### src/rtl/dtpc_pkg.sv
// ----------------------------------------------------------------------------
// dtpc_pkg: shared types and constants
// Provides item structs, op codes, register map and sizing constants for the
// tile plane compositor.
// ----------------------------------------------------------------------------
`default_nettype none
package dtpc_pkg;

    localparam int VIDEO_BYTES_DEF   = 65536;
    localparam int VSCROLL_BYTES_DEF = 80;

    // Video memory reads of one render item, in issue order
    localparam int NSTEPS = 10;
    localparam int STEP_W = 4;
    localparam logic [STEP_W-1:0] STEP_HS_LAST = 4'd3;
    localparam logic [STEP_W-1:0] STEP_NA0     = 4'd4;
    localparam logic [STEP_W-1:0] STEP_NA1     = 4'd5;
    localparam logic [STEP_W-1:0] STEP_NB0     = 4'd6;
    localparam logic [STEP_W-1:0] STEP_NB1     = 4'd7;
    localparam logic [STEP_W-1:0] STEP_PA      = 4'd8;
    localparam logic [STEP_W-1:0] STEP_PB      = 4'd9;

    typedef enum logic [1:0] {
        OP_VWRITE = 2'd0,
        OP_SWRITE = 2'd1,
        OP_RENDER = 2'd2,
        OP_NONE   = 2'd3
    } t_op;

    // Register map (word index)
    localparam int CFG_AW = 5;
    localparam logic [2:0] REG_A_BASE  = 3'd0;
    localparam logic [2:0] REG_B_BASE  = 3'd1;
    localparam logic [2:0] REG_HS_BASE = 3'd2;
    localparam logic [2:0] REG_SIZE    = 3'd3;
    localparam logic [2:0] REG_MODES   = 3'd4;
    localparam logic [2:0] REG_ENABLE  = 3'd5;
    localparam logic [2:0] REG_BG      = 3'd6;

    localparam logic [15:0] HSCROLL_BIAS = 16'h0400;

    typedef struct packed {
        logic [1:0]  op;
        logic [15:0] address;
        logic [7:0]  write_data;
        logic [8:0]  pixel_x;
        logic [7:0]  pixel_y;
    } t_in_item;

    typedef struct packed {
        logic [3:0]  color_index;
        logic [1:0]  palette_line;
        logic [2:0]  top_layer;
        logic [10:0] pattern_number;
    } t_out_item;

    typedef struct packed {
        logic [15:0] plane_a_base;
        logic [15:0] plane_b_base;
        logic [15:0] hscroll_base;
        logic [3:0]  plane_size;
        logic [2:0]  scroll_modes;
        logic [3:0]  layer_enable;
        logic [5:0]  background_color;
    } t_cfg;

    typedef struct packed {
        logic              latch;     // take the input item
        logic              vwrite;    // write video byte at held address
        logic              swrite;    // write scroll byte from input item
        logic              load_addr; // register read address of step
        logic              capture;   // store read byte of step
        logic              emit;      // register and strobe the result
        logic [STEP_W-1:0] step;
    } t_dp_cmd;

    function automatic logic [1:0] sat_code(input logic [1:0] c);
        return (c == 2'd3) ? 2'd2 : c;
    endfunction

endpackage
`default_nettype wire

### src/rtl/dtpc_ctrl.sv
// ----------------------------------------------------------------------------
// dtpc_ctrl: item sequencer
// Decodes accepted items and steps the datapath through its memory reads.
// ----------------------------------------------------------------------------
`default_nettype none
module dtpc_ctrl import dtpc_pkg::*; (
    input  wire logic       i_clk,
    input  wire logic       i_rst_n,
    input  wire logic       i_start,
    input  wire logic [1:0] i_op,
    output logic            o_busy,
    output t_dp_cmd         o_cmd
);
    typedef enum logic [5:0] {
        S_IDLE  = 6'b000001,
        S_WRITE = 6'b000010,
        S_ADDR  = 6'b000100,
        S_READ  = 6'b001000,
        S_CAP   = 6'b010000,
        S_EMIT  = 6'b100000
    } t_state;

    t_state r_state, n_state;
    logic [STEP_W-1:0] r_step, n_step;
    logic accept;

    assign accept = i_start && (r_state == S_IDLE);
    assign o_busy = (r_state != S_IDLE);

    always_comb begin
        n_state = r_state;
        n_step  = r_step;
        o_cmd   = '0;
        o_cmd.step = r_step;
        unique case (r_state)
            S_IDLE: begin
                o_cmd.latch = accept;
                if (accept) begin
                    case (t_op'(i_op))
                        OP_VWRITE: n_state = S_WRITE;
                        OP_SWRITE: o_cmd.swrite = 1'b1;
                        OP_RENDER: begin
                            n_state = S_ADDR;
                            n_step  = '0;
                        end
                        default: ;
                    endcase
                end
            end
            S_WRITE: begin
                o_cmd.vwrite = 1'b1;
                n_state = S_IDLE;
            end
            S_ADDR: begin
                o_cmd.load_addr = 1'b1;
                n_state = S_READ;
            end
            S_READ: n_state = S_CAP;
            S_CAP: begin
                o_cmd.capture = 1'b1;
                if (r_step == STEP_W'(NSTEPS - 1)) begin
                    n_state = S_EMIT;
                end else begin
                    n_step  = r_step + 1'b1;
                    n_state = S_ADDR;
                end
            end
            S_EMIT: begin
                o_cmd.emit = 1'b1;
                n_state = S_IDLE;
            end
            default: n_state = S_IDLE;
        endcase
    end

    always_ff @(posedge i_clk) begin
        if (!i_rst_n) begin
            r_state <= S_IDLE;
            r_step  <= '0;
        end else begin
            r_state <= n_state;
            r_step  <= n_step;
        end
    end
endmodule
`default_nettype wire

### config.mk
export PLATFORM = sky130hd
export DESIGN_NAME = dtpc_ctrl
export DESIGN_NICKNAME = d
export VERILOG_FILES = /design/src/rtl/dtpc_pkg.sv /design/src/rtl/dtpc_ctrl.sv
export SDC_FILE = /design/constraint.sdc
export NUM_CORES = 1
export LEC_CHECK = 0
export ABC_CLOCK_PERIOD_IN_PS = 2000
export BUFFER_PORTS_ARGS = -buffer_cell sky130_fd_sc_hd__buf_2
export CAP_MARGIN = 20
export CELL_PAD_IN_SITES_DETAIL_PLACEMENT = 2
export CELL_PAD_IN_SITES_GLOBAL_PLACEMENT = 2
export CORE_MARGIN = 2
export CORE_UTILIZATION = 27
export CTS_CLUSTER_DIAMETER = 80
export DETAILED_ROUTE_END_ITERATION = 7
export PLACE_DENSITY = 0.8
export SYNTH_ARGS = -nofsm -noshare
export SYNTH_HDL_FRONTEND = slang
export SYNTH_SLANG_ARGS = --single-unit
### constraint.sdc
create_clock -name i_clk -period 2 [get_ports i_clk]
set_input_delay 0.1 -clock i_clk [delete_from_list [all_inputs] [get_ports i_clk]]
set_output_delay 0.1 -clock i_clk [all_outputs]
set_load 0.005 [all_outputs]
### After elaboration in Yosys (flattened, before gate mapping)

Cells that the tools add are included.

* add/subtract/negate cells: 1
* equal/unequal tests: 14
* muxes and demuxes: 16
* reductions and logical operators: 5

Operator list (number)
* 6-bit one-hot mux with 4 select lines: 1
* 4-bit 2-to-1 mux: 3
* 6-bit 2-to-1 mux: 2
* 6-bit one-hot mux with 2 select lines: 1
* 1-bit 2-to-1 mux: 8
* 4-bit one-hot mux with 2 select lines: 1
* 6-bit by 1-bit == test with 1-bit output (second input constant): 1
* 6-bit by 2-bit == test with 1-bit output (second input constant): 1
* 6-bit by 3-bit == test with 1-bit output (second input constant): 1
* 6-bit by 4-bit == test with 1-bit output (second input constant): 1
* 6-bit by 5-bit == test with 1-bit output (second input constant): 1
* 6-bit == test (second input constant): 1
* 6-bit by 1-bit inequality test with 1-bit output (second input constant): 1
* 4-bit by 1-bit adder with 4-bit output (second input constant): 1
* 4-bit == test (second input constant): 1
* 2-bit inequality test (second input constant): 2
* 4-bit AND reduction: 1
* 3-bit by 1-bit inequality test with 1-bit output (second input constant): 1
* 2-bit by 1-bit == test with 1-bit output (second input constant): 1
* 2-bit == test (second input constant): 1
* 2-bit logical NOT: 1
* 2-bit by 1-bit inequality test with 1-bit output (second input constant): 1
* 2-bit AND reduction: 1
* 2-bit nonzero test: 1
* 1-bit logical AND: 1

* register bits after elaboration: 10
* input bits: 5
* output and inout bits: 11
* word-level logic and storage cells: 38

### Depth between registers and ports, before layout

Gate-level depths: netlist (run 1).

* depth after elaboration: 4
* depth in mapped cells: 6
* gate-level depth less buffers: 6

### Least setup slack after synthesis (run 1)

Ideal clock, no wire load.

* kind: register to register
* from: register r_state[1]
* to: register r_state[4]
* arrival time: 1.420 ns
* required time: 1.877 ns
* path slack: 0.457 ns
* cell stages (with the launch flop): 6
* path buffers: 1
* cell sequence: dfxtp_1 > or4_1 > buf_6 > o31ai_4 > or3_4 > nor4_1

* longest elaborated chain between the ends: 4
* elaborated cells on any way between the ends: 9
* classes of those cells: eq/ne: 6; mux: 1; reduce/logical: 2

RTL lines
* start: declaration: RTL line dtpc_ctrl.sv:23 `t_state r_state, n_state;`
* start signal: assignment: RTL line dtpc_ctrl.sv:81 `r_state <= n_state;`
* 6-bit by 1-bit == test with 1-bit output: RTL line dtpc_ctrl.sv:27, dtpc_ctrl.sv:35
* 1-bit logical AND: RTL line dtpc_ctrl.sv:27 `assign accept = i_start && (r_state == S_IDLE);`
* 2-bit inequality test (no line)
* 2-bit AND reduction (no line)

Several ways; a longest one is shown, not always the timed one.
A chain may end at the register's enable or synchronous reset.

==> run summary, run 1 <==
The flow ran to the end, and the final reports show no timing, DRC or antenna violations. The proportion of power drawn by combinational gates came out at 0.167. The xor/xnor share of the synthesized area came out at 0. The clock root buffer master is sky130_fd_sc_hd__clkbuf_4. The most frequent cell after synthesis is sky130_fd_sc_hd__dfxtp_1. The number of rows created at floorplan came out at 16. For this run, the total global-route usage over all layers was measured as 0.153. Of the post-synthesis cell area, the dominant cell type holds 0.359. The violation count after the first detailed-route iteration is 4. In this run the critical register-to-register path is captured at r_step[2]$_SDFFE_PN0P_.

Yosys printed 0 warnings. The routed via count divided by cell count is 5.06. The sequential share of the synthesized area came out at 0.359. The count of vias placed by the detailed router came out at 557. The die outline area came out at 0.00245 sq mm. The count of hold-fix buffers inserted at cts is 0. On the critical path, the stage with the largest delay is an instance of sky130_fd_sc_hd__or4_4. The number of hold-slack violations in the final timing report came to 0. At the end of routability-driven placement, the weighted congestion stood at 0.699. The x dimension of the die came out at 49.5 microns. The count of pins on the block boundary is 16. The longest individual stage delay on the worst path is 570 ps.

The mean post-synth cell area came out at 8.59 sq um. Yosys mapped a number of flops with a built-in enable equal to 0. The fraction of registers with async set/reset is 0. Power spread over the standard cell area amounts to 686 mW/mm^2. The clock transition time at the flip-flop clock pins of the worst setup and hold paths is approximately 70 ps. The first global-routing pass estimated 2760 microns of wire.

The cell type with the largest total area after synthesis is sky130_fd_sc_hd__dfxtp_1. The arithmetic-cell share of the synthesized area counting full adders, half adders and majority gates is 0.0448. The beginning of the worst register-to-register path is r_state[5]$_SDFFE_PN0P_. In the final layout, the share of cells above drive strength 1 is 0.313. The number of synthesized register bits is 10. The number of sinks handled by clock tree synthesis came out at 10. The part of the power in registers came out at 0.441. The achievable frequency is 540 MHz. The antenna cell count came out at 0. The first-pass iteration count of the detailed router came out at 3.

The met2 routed wirelength came out at 888 microns. The largest driver fanout on the critical path came out at 5. The net count reported at finish is 91.

The number of buffer cells added on primary ports came out at 15. The type of element capturing the critical path is an output pin. For the final routed database, the setup TNS stands at 0 ps. Data on the critical path is required at its endpoint by 1900 ps. For this design the static power due to leakage is 0.000308 uW. The switching share of total power came out at 0.270. The fraction of synthesized area in multiplexers is 0. For this run the aggregate overflow at the end of global routing stands at 0. Data arrives at the worst endpoint at 1750 ps.

The start point of the worst min-delay path is i_op[0]. The HPWL after detailed placement came out at 1210 microns. The minimum period implied by the final worst setup slack is 1850 ps. For the pin with the worst max-slew slack, the measured transition is 345 ps. The effective utilization at floorplan is 0.284.

The largest buffer count on any clock path came out at 2. The cell count after synthesis is 65. The number of buffers added by the clock tree synthesis step is 3. The compound-cell area share of the yosys netlist is 0.184.

The final antenna-violating net count came out at 0. Entering global routing, the biggest net connects 8 pins. Setup repair after global routing left no endpoint under its margin. The cell-internal power came out at 351 uW.

The number of nets in the synthesized netlist is 72. The synthesized-area fraction occupied by and/or/nand/nor cells came out at 0.345. Across all register-to-register paths, the minimum setup slack is approximately 280 ps. The clock share of power is 0.392.

The area added between synthesis and finish is 25.6%. The path with the worst hold slack has its endpoint at r_state[1]$_SDFFE_PN0P_. The max-cap violation count is 0.

The netlist area before placement is 558 sq um. The final layout contains routed wiring with a total length of between 1500 and 2000 microns. The net switching power came out at 130 uW. For this run, the share of the core covered by cells in the final layout is 0.357. The number of antenna violations at the first check in global routing is 0.

In the post-synthesis netlist, the biggest area contributors are sky130_fd_sc_hd__dfxtp_1, sky130_fd_sc_hd__ha_1, sky130_fd_sc_hd__nor2_1. Yosys mapped the design onto 32 distinct sky130hd cell types. Fill cells in the final layout number 261. In the synthesized netlist the dominant register cell turns out to be sky130_fd_sc_hd__dfxtp_1. In this run the worst hold path is classified as primary input to flip-flop. The final-report max-slew violation count came out at 0. TritonCTS built the clock tree. For this block, wires on met1 add up to 656 microns.

The type of the setup path with the least slack is flip-flop to output pin. The worst hold path was traced through 2 stages. The residual DRC count came out at 0. The top layer used by detailed routing is met4. Tracing the worst setup path back leads to its startpoint at r_state[5]$_SDFFE_PN0P_. Setup violations remaining at the end of the flow were counted as 0. The relative max-transition margin is 0.767. After synthesis, the largest family of logic cells by area is simple AND/OR/NAND/NOR gates.

The H-tree depth came out at 1. For the worst-skew pair, the clock arrives at the later sink with an insertion delay of around 270 ps. The worst supply voltage drop on vdd came out at around 0.00025 V.

The count of cells along the worst register-to-register path came out at 4. The launching element type of the critical path is a flip-flop. Summing all multi-input logic gate instances after layout gives 329 sq um. Summed over all nets, wire length on met3 after detailed routing comes to 89 microns. The area taken by flip-flops and latches is 200 sq um. The share of the clock period used by the worst path after layout is 0.927.

The final clock skew is roughly 0.55 ps. Measured along the y axis, the die boundary spans 49.5 microns. The average wire per cell in the routed design came out at 15.0 microns. Ranked by instance count, the synthesized netlist is headed by sky130_fd_sc_hd__dfxtp_1, sky130_fd_sc_hd__nor2_1, sky130_fd_sc_hd__inv_1. The number of global-route vias before repair is slightly below 600. Walking the worst path, the cells encountered are or4_4 > nor2_2 > nand2_1 > nor3b_2 > buf_2.

The standard cell core area is 0.00196 sq mm.
power by group through the flow:
| stage | combinational (uW) | clock [uW] | sequential [uW] |
|---|---|---|---|
| 3_5_place_dp | 74.8 | 0 | 216 |
| 3_3_place_gp | 72.2 | 0 | 216 |
| 5_1_grt | 89.5 | 210 | 213 |
| 4_1_cts | 80.8 | 197 | 212 |
| 2_1_floorplan | 54.9 | 0 | 214 |
| 6_report | 80.4 | 189 | 212 |
routing by layer:
layer  vias up  global-route usage
met5         -                   0
met4         0              0.0417
met2        12               0.288
li1        273                   -
met3         2              0.0667
met1       270               0.151
logic make-up after synthesis:
family	Yosys count
simple gates	33
compound gates	13
flops	10
buf+inv	7
fa+ha+maj	2
cells in the final DEF, fill, tap and decap left out, drive strengths merged:
| master | count |
|---|---|
| a21o | 1 |
| a21oi | 1 |
| a22oi | 1 |
| a32oi | 1 |
| and2 | 1 |
| and3 | 2 |
| buf | 16 |
| clkbuf | 4 |
| dfxtp | 10 |
| ha | 2 |
| inv | 5 |
| nand2 | 4 |
| nand2b | 2 |
| nand3 | 2 |
| nand3b | 1 |
| nand4 | 1 |
| nor2 | 8 |
| nor2b | 3 |
| nor3 | 2 |
| nor3b | 1 |
| nor4 | 3 |
| nor4b | 1 |
| o21ai | 4 |
| o22ai | 1 |
| o311ai | 2 |
| o31ai | 1 |
| o32ai | 1 |
| or3 | 1 |
| or4 | 1 |
worst max-delay path by stage:
stage / endpoint / slack (ps) / cells past startpoint
floorplan: r_state[4]$_SDFFE_PN0P_ / 460 / 5
global placement: o_cmd[7] / 260 / 5
detailed placement: o_cmd[7] / 160 / 5
CTS: o_cmd[7] / 90 / 5
global route: o_cmd[7] / 9 / 5
finish: o_cmd[7] / 150 / 5
cell type report:
type,count,area share
Clock buffer,4,0.0518
Timing Repair Buffer,16,0.118
Inverter,5,0.0268
Sequential cell,10,0.286
Multi-Input combinational cell,48,0.470
Tap cell,27,0.0482
registers in the layout, indices dropped and copies added, names as in the netlist:
name / count
r_step: 4
r_state: 6
what timing repair did:
item,in CTS,in global routing
pin swaps,1,0
setup endpoints to repair,1,1
endpoints found under the hold margin,0,0
resized for setup,1,1
gates cloned,0,0
buffers inserted,1,0
through the flow:
stage,setup slack [ps],area [sq um],cells,hold WS (ps),total power [uW]
floorplan,457,558,65,178,269
global route,9.29,701,110,15.3,512
global placement,259,648,105,304,288
detailed placement,162,648,105,316,291
finish,147,701,110,21.9,481
CTS,93.3,696,110,18.3,490
worst max-delay path: cells and delay by family, from the launching register on:
kind          cells  cell delay [ps]
simple gates      4             1000
buf+inv           1              130
flops             1              350
No activity file was read; power rests on OpenSTA's default activity.
==> run 2, diff against run 1 <==
--- a/config.mk
+++ b/config.mk
@@ -15,6 +15,7 @@
 export CTS_CLUSTER_DIAMETER = 80
 export DETAILED_ROUTE_END_ITERATION = 7
 export PLACE_DENSITY = 0.8
+export RECOVER_POWER = 25
 export SYNTH_ARGS = -nofsm -noshare
 export SYNTH_HDL_FRONTEND = slang
 export SYNTH_SLANG_ARGS = --single-unit
==> run 2 against run 1 <==
  * Global-route usage unchanged
  * Largest power group unchanged
  * Total power decreased by 0.29%
  * First-iteration DRC count decreased by 50%
==> run summary, run 2 (synthesis gave the netlist of run 1 again) <==
The worst setup path is launched from a flip-flop. The achievable frequency came out at 541 MHz. The net count of the finished layout is 91.

The standard cell core area came out at slightly below 0.002 sq mm. The repair_antennas step left the layout with diodes totalling 0. CTS saw 10 sinks. Overall power consumption after layout is estimated at 479 uW. Hold repair after CTS inserted 0 buffers.

The worst setup path startpoint is r_state[5]$_SDFFE_PN0P_. The area added between synthesis and finish is 24.9%. The H-tree depth came out at 1. The relative max-transition margin is 0.698. The minimum period implied by the final worst setup slack is 1850 ps. Broken down by cell family, the worst path's largest delay share belongs to simple AND/OR/NAND/NOR gates. The number of setup violations in the final report came out at 0.

TritonCTS built the clock tree. The post-layout instance count excluding filler cells is 110. The residual DRC count came out at 0. The flip-flop count of the largest register, all copies and words added came out at 6.

The number of hold-slack violations in the final timing report was 0. Counting along the longest clock path gives a buffer depth of 2. The cell type of the slowest stage on the worst timing path is sky130_fd_sc_hd__or4_4. The worst hold-check path type is primary input to flip-flop.

Dividing the final minimum period by the clock period gives 0.924. The number of buffer cells added on primary ports came out at 15. The critical path capture point is o_cmd[7]. Summed over all layers, the global routing overflow is 0.

The slew at the pin closest to its max-slew limit is 452 ps. The endpoint identified for the worst register-to-register timing path is r_state[4]$_SDFFE_PN0P_. The worst supply voltage drop on vdd is between 0.0002 and 0.0003 V.

The switching share of total power came out at 0.272. The worst path buffer plus inverter count came out at 1. Once detailed placement completed, the half-perimeter wirelength came to 1210 microns. The proportion of power drawn by combinational gates is 0.164. The global router's overall resource usage came out at 0.153. The clock share of power came out at 0.395.

Power spread over the standard cell area amounts to 688 mW/mm^2. In this run the clock root is driven by a sky130_fd_sc_hd__clkbuf_4. The total cell area at the placement stage is 648 sq um. In this run, CTS created clock tree buffers numbering 3. The number of global-route vias before repair came out at 594. The clock transition time at the flip-flop clock pins of the worst setup and hold paths is 70 ps. After global routing, the most crowded layer is met2. The worst setup path is captured at an output pin.

The largest driver fanout on the critical path came out at 5. The cell-internal power came out at 349 uW. The setup path with the least slack is of type flip-flop to output pin. Setup repair after global routing left no endpoint under its margin. The finished cells cover about 700 sq um.

The part of the power in registers came out at 0.442. Leaving out fill and tap cells, the most frequent cells in the layout are sky130_fd_sc_hd__buf_2, sky130_fd_sc_hd__dfxtp_1, sky130_fd_sc_hd__nor2_1. The die covers 0.00245 sq mm.

The effective utilization at floorplan is 0.284. The critical path depth is 5. For the worst setup path, the data required time is 1900 ps. After the first detailed-routing iteration, the DRC count stood at 2. The count of vias placed by the detailed router came out at 557. The number of antenna violations at the first check in global routing is 0. The final antenna-violating net count came out at 0.

The final worst hold slack is 21.2 ps. The worst register-to-register path begins at r_state[5]$_SDFFE_PN0P_. The net switching power came out at approximately 130 uW. The routed wire length is 1640 microns. The number of placed cells counting well taps is 105. Data on the critical path arrives at its endpoint at between 1500 and 2000 ps. The count of pins on the block boundary is 16. The vertical die dimension came out at 49.5 microns. r_state holds more flip-flops than any other register.

The worst register-to-register path has a depth of 5. Entering global routing, the biggest net connects 8 pins. The run finished with clean final reports. Row generation in the floorplan step produced 16 rows. The max-cap violation count came out at 0. The x dimension of the die came out at 49.5 microns. The longest individual stage delay on the worst path came out at 570 ps. The routed via count divided by cell count is 5.06. The library cell used most frequently in the layout, excluding fill and tap cells, is sky130_fd_sc_hd__buf_2. The aggregate negative setup slack is 0 ps. The met1 global-route usage came out at 0.151.

The congestion estimate from routability-driven global placement came to 0.699. Across the routed clock network, the largest skew measured is 0.422 ps. The global-route wire length before repair came out at 2760 microns. The largest registers in the layout are r_state x6, r_step x4. The average wire per cell in the routed design came out at ~15 microns. The slack of the worst reg-to-reg path is approximately 200 ps. For this design the static power due to leakage is 0.000304 uW. The met2 usage in global routing is 0.288.

The clock network latency to the later pin of the worst-skew pair is 270 ps. The final-report max-slew violation count is 0. The share of post-route cells with drive strength above 1 is 0.301. The first TritonRoute pass finished after 2 iterations.

Traced cell by cell, the critical path runs through or4_4 > nor2_2 > nand2_1 > nor3b_2 > buf_2. The fraction of met3 tracks used by global routing is 0.0667.
run 2: per-stage QoR:
| step | util | setup WS, ps |
|---|---|---|
| 4_1_cts | 0.355 | 93.3 |
| 3_5_place_dp | 0.330 | 162 |
| 2_1_floorplan | - | 457 |
| 3_3_place_gp | 0.330 | 259 |
| 5_1_grt | 0.355 | 11.5 |
| 6_report | 0.355 | 152 |
run 2: layer usage:
layer	vias up	part of all wire
li1	275	-
met1	268	0.40
met2	12	0.54
met3	2	0.054
met4	0	0.0061
met5	-	0
run 2: final cells by class:
class,count,area (sq um)
Clock buffer,4,36.3
Fill cell,263,1260
Inverter,5,18.8
Multi-Input combinational cell,48,329
Sequential cell,10,200
Tap cell,27,33.8
Timing Repair Buffer,16,78.8
run 2: worst min path at each step:
stage / endpoint / cells after the start / startpoint / slack, ps
finish: r_state[1]$_SDFFE_PN0P_ / 2 / i_op[0] / 20
global route: r_state[1]$_SDFFE_PN0P_ / 2 / i_op[0] / 20
CTS: r_state[1]$_SDFFE_PN0P_ / 2 / i_op[0] / 20
detailed placement: r_state[1]$_SDFFE_PN0P_ / 2 / i_op[0] / 320
global placement: r_state[1]$_SDFFE_PN0P_ / 2 / i_op[0] / 300
floorplan: r_state[1]$_SDFFE_PN0P_ / 1 / i_op[0] / 180
run 2: timing repair:
item                                    4_1_cts  5_1_grt
setup buffers                                 1        0
pin swaps                                     1        0
resized for setup                             1        1
endpoints found under the setup margin        1        1
run 2: power by group through the flow:
stage          clock network, uW  logic (uW)  registers [uW]
2_1_floorplan                  0        54.9             214
3_5_place_dp                   0        74.8             216
4_1_cts                      197        80.8             212
6_report                     189        78.5             212
3_3_place_gp                   0        72.2             216
5_1_grt                      210        87.6             213
==> run 3, diff against run 2 <==
--- a/config.mk
+++ b/config.mk
@@ -5,6 +5,7 @@
 export SDC_FILE = /design/constraint.sdc
 export NUM_CORES = 1
 export LEC_CHECK = 0
+export ABC_AREA = 1
 export ABC_CLOCK_PERIOD_IN_PS = 2000
 export BUFFER_PORTS_ARGS = -buffer_cell sky130_fd_sc_hd__buf_2
 export CAP_MARGIN = 20
@@ -14,7 +15,7 @@
 export CORE_UTILIZATION = 27
 export CTS_CLUSTER_DIAMETER = 80
 export DETAILED_ROUTE_END_ITERATION = 7
-export PLACE_DENSITY = 0.8
+export PLACE_DENSITY = 0.82
 export RECOVER_POWER = 25
 export SYNTH_ARGS = -nofsm -noshare
 export SYNTH_HDL_FRONTEND = slang
==> run 3 against run 2 <==
  * Register-to-register slack improved by 400 ps
  * Sequential share of layout area fell by 0.56 points
  * Worst hold slack improved by 59 ps
  * Sequential power barely moved
==> run summary, run 3 <==
The post-layout instance count excluding filler cells is 123. The fraction of synthesized cell area taken by the top area cell type came out at 0.337. The share of the clock period used by the worst path after layout came out at 0.786. The global-route congestion overflow total is 0. The vertical die dimension is 50.9 microns. After detailed routing, the number of remaining DRC violations is 0. The register with the most flip-flops in the layout has 6 of them. The register with the most flip-flops in the final layout is r_state. The flow ran to the end, and the final reports show no timing, DRC or antenna violations. By area the synthesized netlist is led by sky130_fd_sc_hd__dfxtp_1, sky130_fd_sc_hd__inv_1, sky130_fd_sc_hd__nor2_4.

The sequential share of the synthesized area is 0.337. Counting the buffers created by CTS gives 3. The number of nets in the synthesized netlist came out at 86. The final-report max-slew violation count came to 0. For this run, the leading register cell type out of synthesis is sky130_fd_sc_hd__dfxtp_1. The largest driver fanout on the critical path is 6. The final core area utilization is 0.351.

The final weighted congestion of routability-driven global placement came out at 0.663. TritonCTS built the clock tree. Gates resized during post-CTS repair numbered 0.

The netlist area before placement came out at 594 sq um. Synthesis produced around 80 cells. Dividing the synthesized area by the synthesized cell count gives 7.52 sq um. The power density over the cells is 599 mW/mm^2. The x dimension of the die came out at 50.9 microns. The routed via count divided by cell count came out at 4.74. The relative max-transition margin is 0.774. The final clock skew is 6.26 ps.

Leaving out fill and tap cells, the most frequent cell in the layout is sky130_fd_sc_hd__buf_2. Leaving out fill and tap cells, the most frequent cells in the layout are sky130_fd_sc_hd__buf_2, sky130_fd_sc_hd__inv_1, sky130_fd_sc_hd__dfxtp_1. The antenna cell count is 0. The proportion of power drawn by combinational gates is 0.183.

IR analysis of the VDD net gives a maximum drop of 0.000264 V. The aggregate negative setup slack came out at 0 ps. The clock share of power is 0.324. The number of buffer cells added on primary ports is 15. The total cell area at the placement stage is 696 sq um. The global router's overall resource usage is 0.147.

After synthesis the netlist holds a flip-flop and latch count of 10. The net count reported at finish is 105. Setup repair after global routing left no endpoint under its margin. The die outline area came out at 0.00259 sq mm. Counting the fill cells in the layout gives 248. The pin count of the biggest net entering global routing came out at 7. The setup path with the least slack is of type flip-flop to output pin. The wire-length estimate of the detail-placed layout is around 1300 microns. The data arrival time of the critical path is 1470 ps. Of all flip-flops after synthesis, the portion carrying an async set or reset was 0.

The first-pass iteration count of the detailed router came out at 3. The net switching power is 122 uW. STA classifies the critical path startpoint as a flip-flop. The area added between synthesis and finish came out at 19.6%. Once the clock tree was built, the setup fixing pass inserted 0 buffers. The total non-filler cell area in the finished layout is 711 sq um. Hold repair after CTS inserted 0 buffers. The cell-internal power came out at 303 uW. The violation count after the first detailed-route iteration is 4. The count of pins on the block boundary is 16.

The number of distinct library cells after synthesis came out at 19. The number of placed instances, taps included, is 120. Among all cell types in the netlist, the one instantiated most often is sky130_fd_sc_hd__inv_1.

The part of the power in registers is 0.493. For this run, the top clock speed supported by timing is 636 MHz. The endpoint required time on the critical path is 1900 ps. The number of antenna violations at the first check in global routing was 0.

The clock transition time at the flip-flop clock pins of the worst setup and hold paths is around 70 ps. The H-tree depth came out at 1. The average wire per cell in the routed design came out at 12.9 microns. The effective utilization at floorplan is 0.294.

The tree is rooted in a sky130_fd_sc_hd__clkbuf_4. The worst hold-check path type is primary input to flip-flop. The number of hold-slack violations in the final timing report is 0. Counting flops with a built-in enable in the synthesized netlist gives 0. The region available for standard cell placement spans 0.00202 sq mm. The initialized floorplan defines 16 standard-cell rows. Counting instances in the post-synthesis netlist gives the leading cell types as sky130_fd_sc_hd__inv_1, sky130_fd_sc_hd__dfxtp_1, sky130_fd_sc_hd__nand2_1.

The largest buffer count on any clock path is 2. The count of vias placed by the detailed router came out at 583. The routed wire length came out at 1580 microns. The global-route wire length before repair is roughly 2800 microns. The share of post-route cells with drive strength above 1 is 0.313. The minimum period implied by the final worst setup slack is 1570 ps.

The leakage dissipation is 0.000341 uW. The clock net in this run drives a total of 10 sinks. The max-cap violation count is 0.

Of the total power, the share spent switching nets is 0.288. The clock network latency to the later pin of the worst-skew pair is 260 ps. The number of global-route vias before repair came out at 602.

Setup violations remaining at the end of the flow were counted as 0. The synthesized design spends more area on one cell type than any other, namely sky130_fd_sc_hd__dfxtp_1. The total number of yosys warnings came out at 0.

The slew at the pin closest to its max-slew limit is 339 ps. The final antenna-violating net count came out at 0. The largest registers in the layout are r_state x6, r_step x4. The worst setup path is captured at an output pin.
run 3: cell count changes in the layout (fill, tap and decap cells not counted), moves of 3 or more:
cell                      change
sky130_fd_sc_hd__nand3_1      +5
sky130_fd_sc_hd__nand2_1      +4
sky130_fd_sc_hd__nor2b_1      -3
sky130_fd_sc_hd__o21ai_0      -3
sky130_fd_sc_hd__nand2_2      +6
sky130_fd_sc_hd__nand4_1      +4
sky130_fd_sc_hd__a21oi_1      +3
sky130_fd_sc_hd__inv_1        +9
run 3: power by group through the flow:
stage               Sequential, uW  Clock (uW)  Combinational [uW]
floorplan                      215           0                54.3
global placement               216           0                76.9
detailed placement             216           0                80.2
CTS                            211         148                80.2
global route                   210         159                89.2
finish                         210         138                78.0
run 3: layout make-up:
type / count / area (sq um) / share of cell area
Multi-Input combinational cell: 54 / 327 / 0.460
Sequential cell: 10 / 200 / 0.282
Timing Repair Buffer: 15 / 75.1 / 0.106
Inverter: 14 / 52.6 / 0.0739
Tap cell: 27 / 33.8 / 0.0475
Clock buffer: 3 / 22.5 / 0.0317
run 3: critical path, stage by stage, from the launching register on:
cell and delay (ps):
sky130_fd_sc_hd__dfxtp_1 360, sky130_fd_sc_hd__nor2_2 320, sky130_fd_sc_hd__nand2_1 200, sky130_fd_sc_hd__nor4_1 180, sky130_fd_sc_hd__buf_2 150
run 3: final timing paths:
kind	start	end	slack, ps	cells after the start
worst min register to register	r_step[3]$_SDFFE_PN0P_	r_step[3]$_SDFFE_PN0P_	550	2
worst min-delay path	i_rst_n	r_state[0]$_SDFFE_PN1P_	80	2
worst max register to register	r_state[1]$_SDFFE_PN0P_	r_step[2]$_SDFFE_PN0P_	600	8
worst max-delay path	r_state[4]$_SDFFE_PN0P_	o_cmd[7]	430	4
run 3: stage by stage:
step                      hold slack, ps  worst slack (ps)  total power [uW]
after global placement               350               727               292
final                               79.8               428               425
after CTS                           75.7               411               439
after floorplan                      185               827               269
after detailed placement             354               687               296
after global routing                73.0               304               459
run 3: cells by family (layout without fill, tap and decap cells):
group / after synthesis / in the layout / synth area share
AO/OA/AOI/OAI: 6 / 6 / 0.0779
XOR/XNOR: 1 / 1 / 0.0147
adder cells (fa/ha/maj): 2 / 2 / 0.0421
buffers and inverters: 15 / 32 / 0.101
flip-flops: 10 / 10 / 0.337
AND/OR/NAND/NOR: 45 / 45 / 0.427
run 3: metal layers:
layer  track usage  up-vias  part of all wire
met2         0.238       13              0.50
met3        0.0351        2             0.030
met1         0.184      280              0.45
li1              -      288                 -
met4        0.0676        0             0.016
met5             0        -                 0
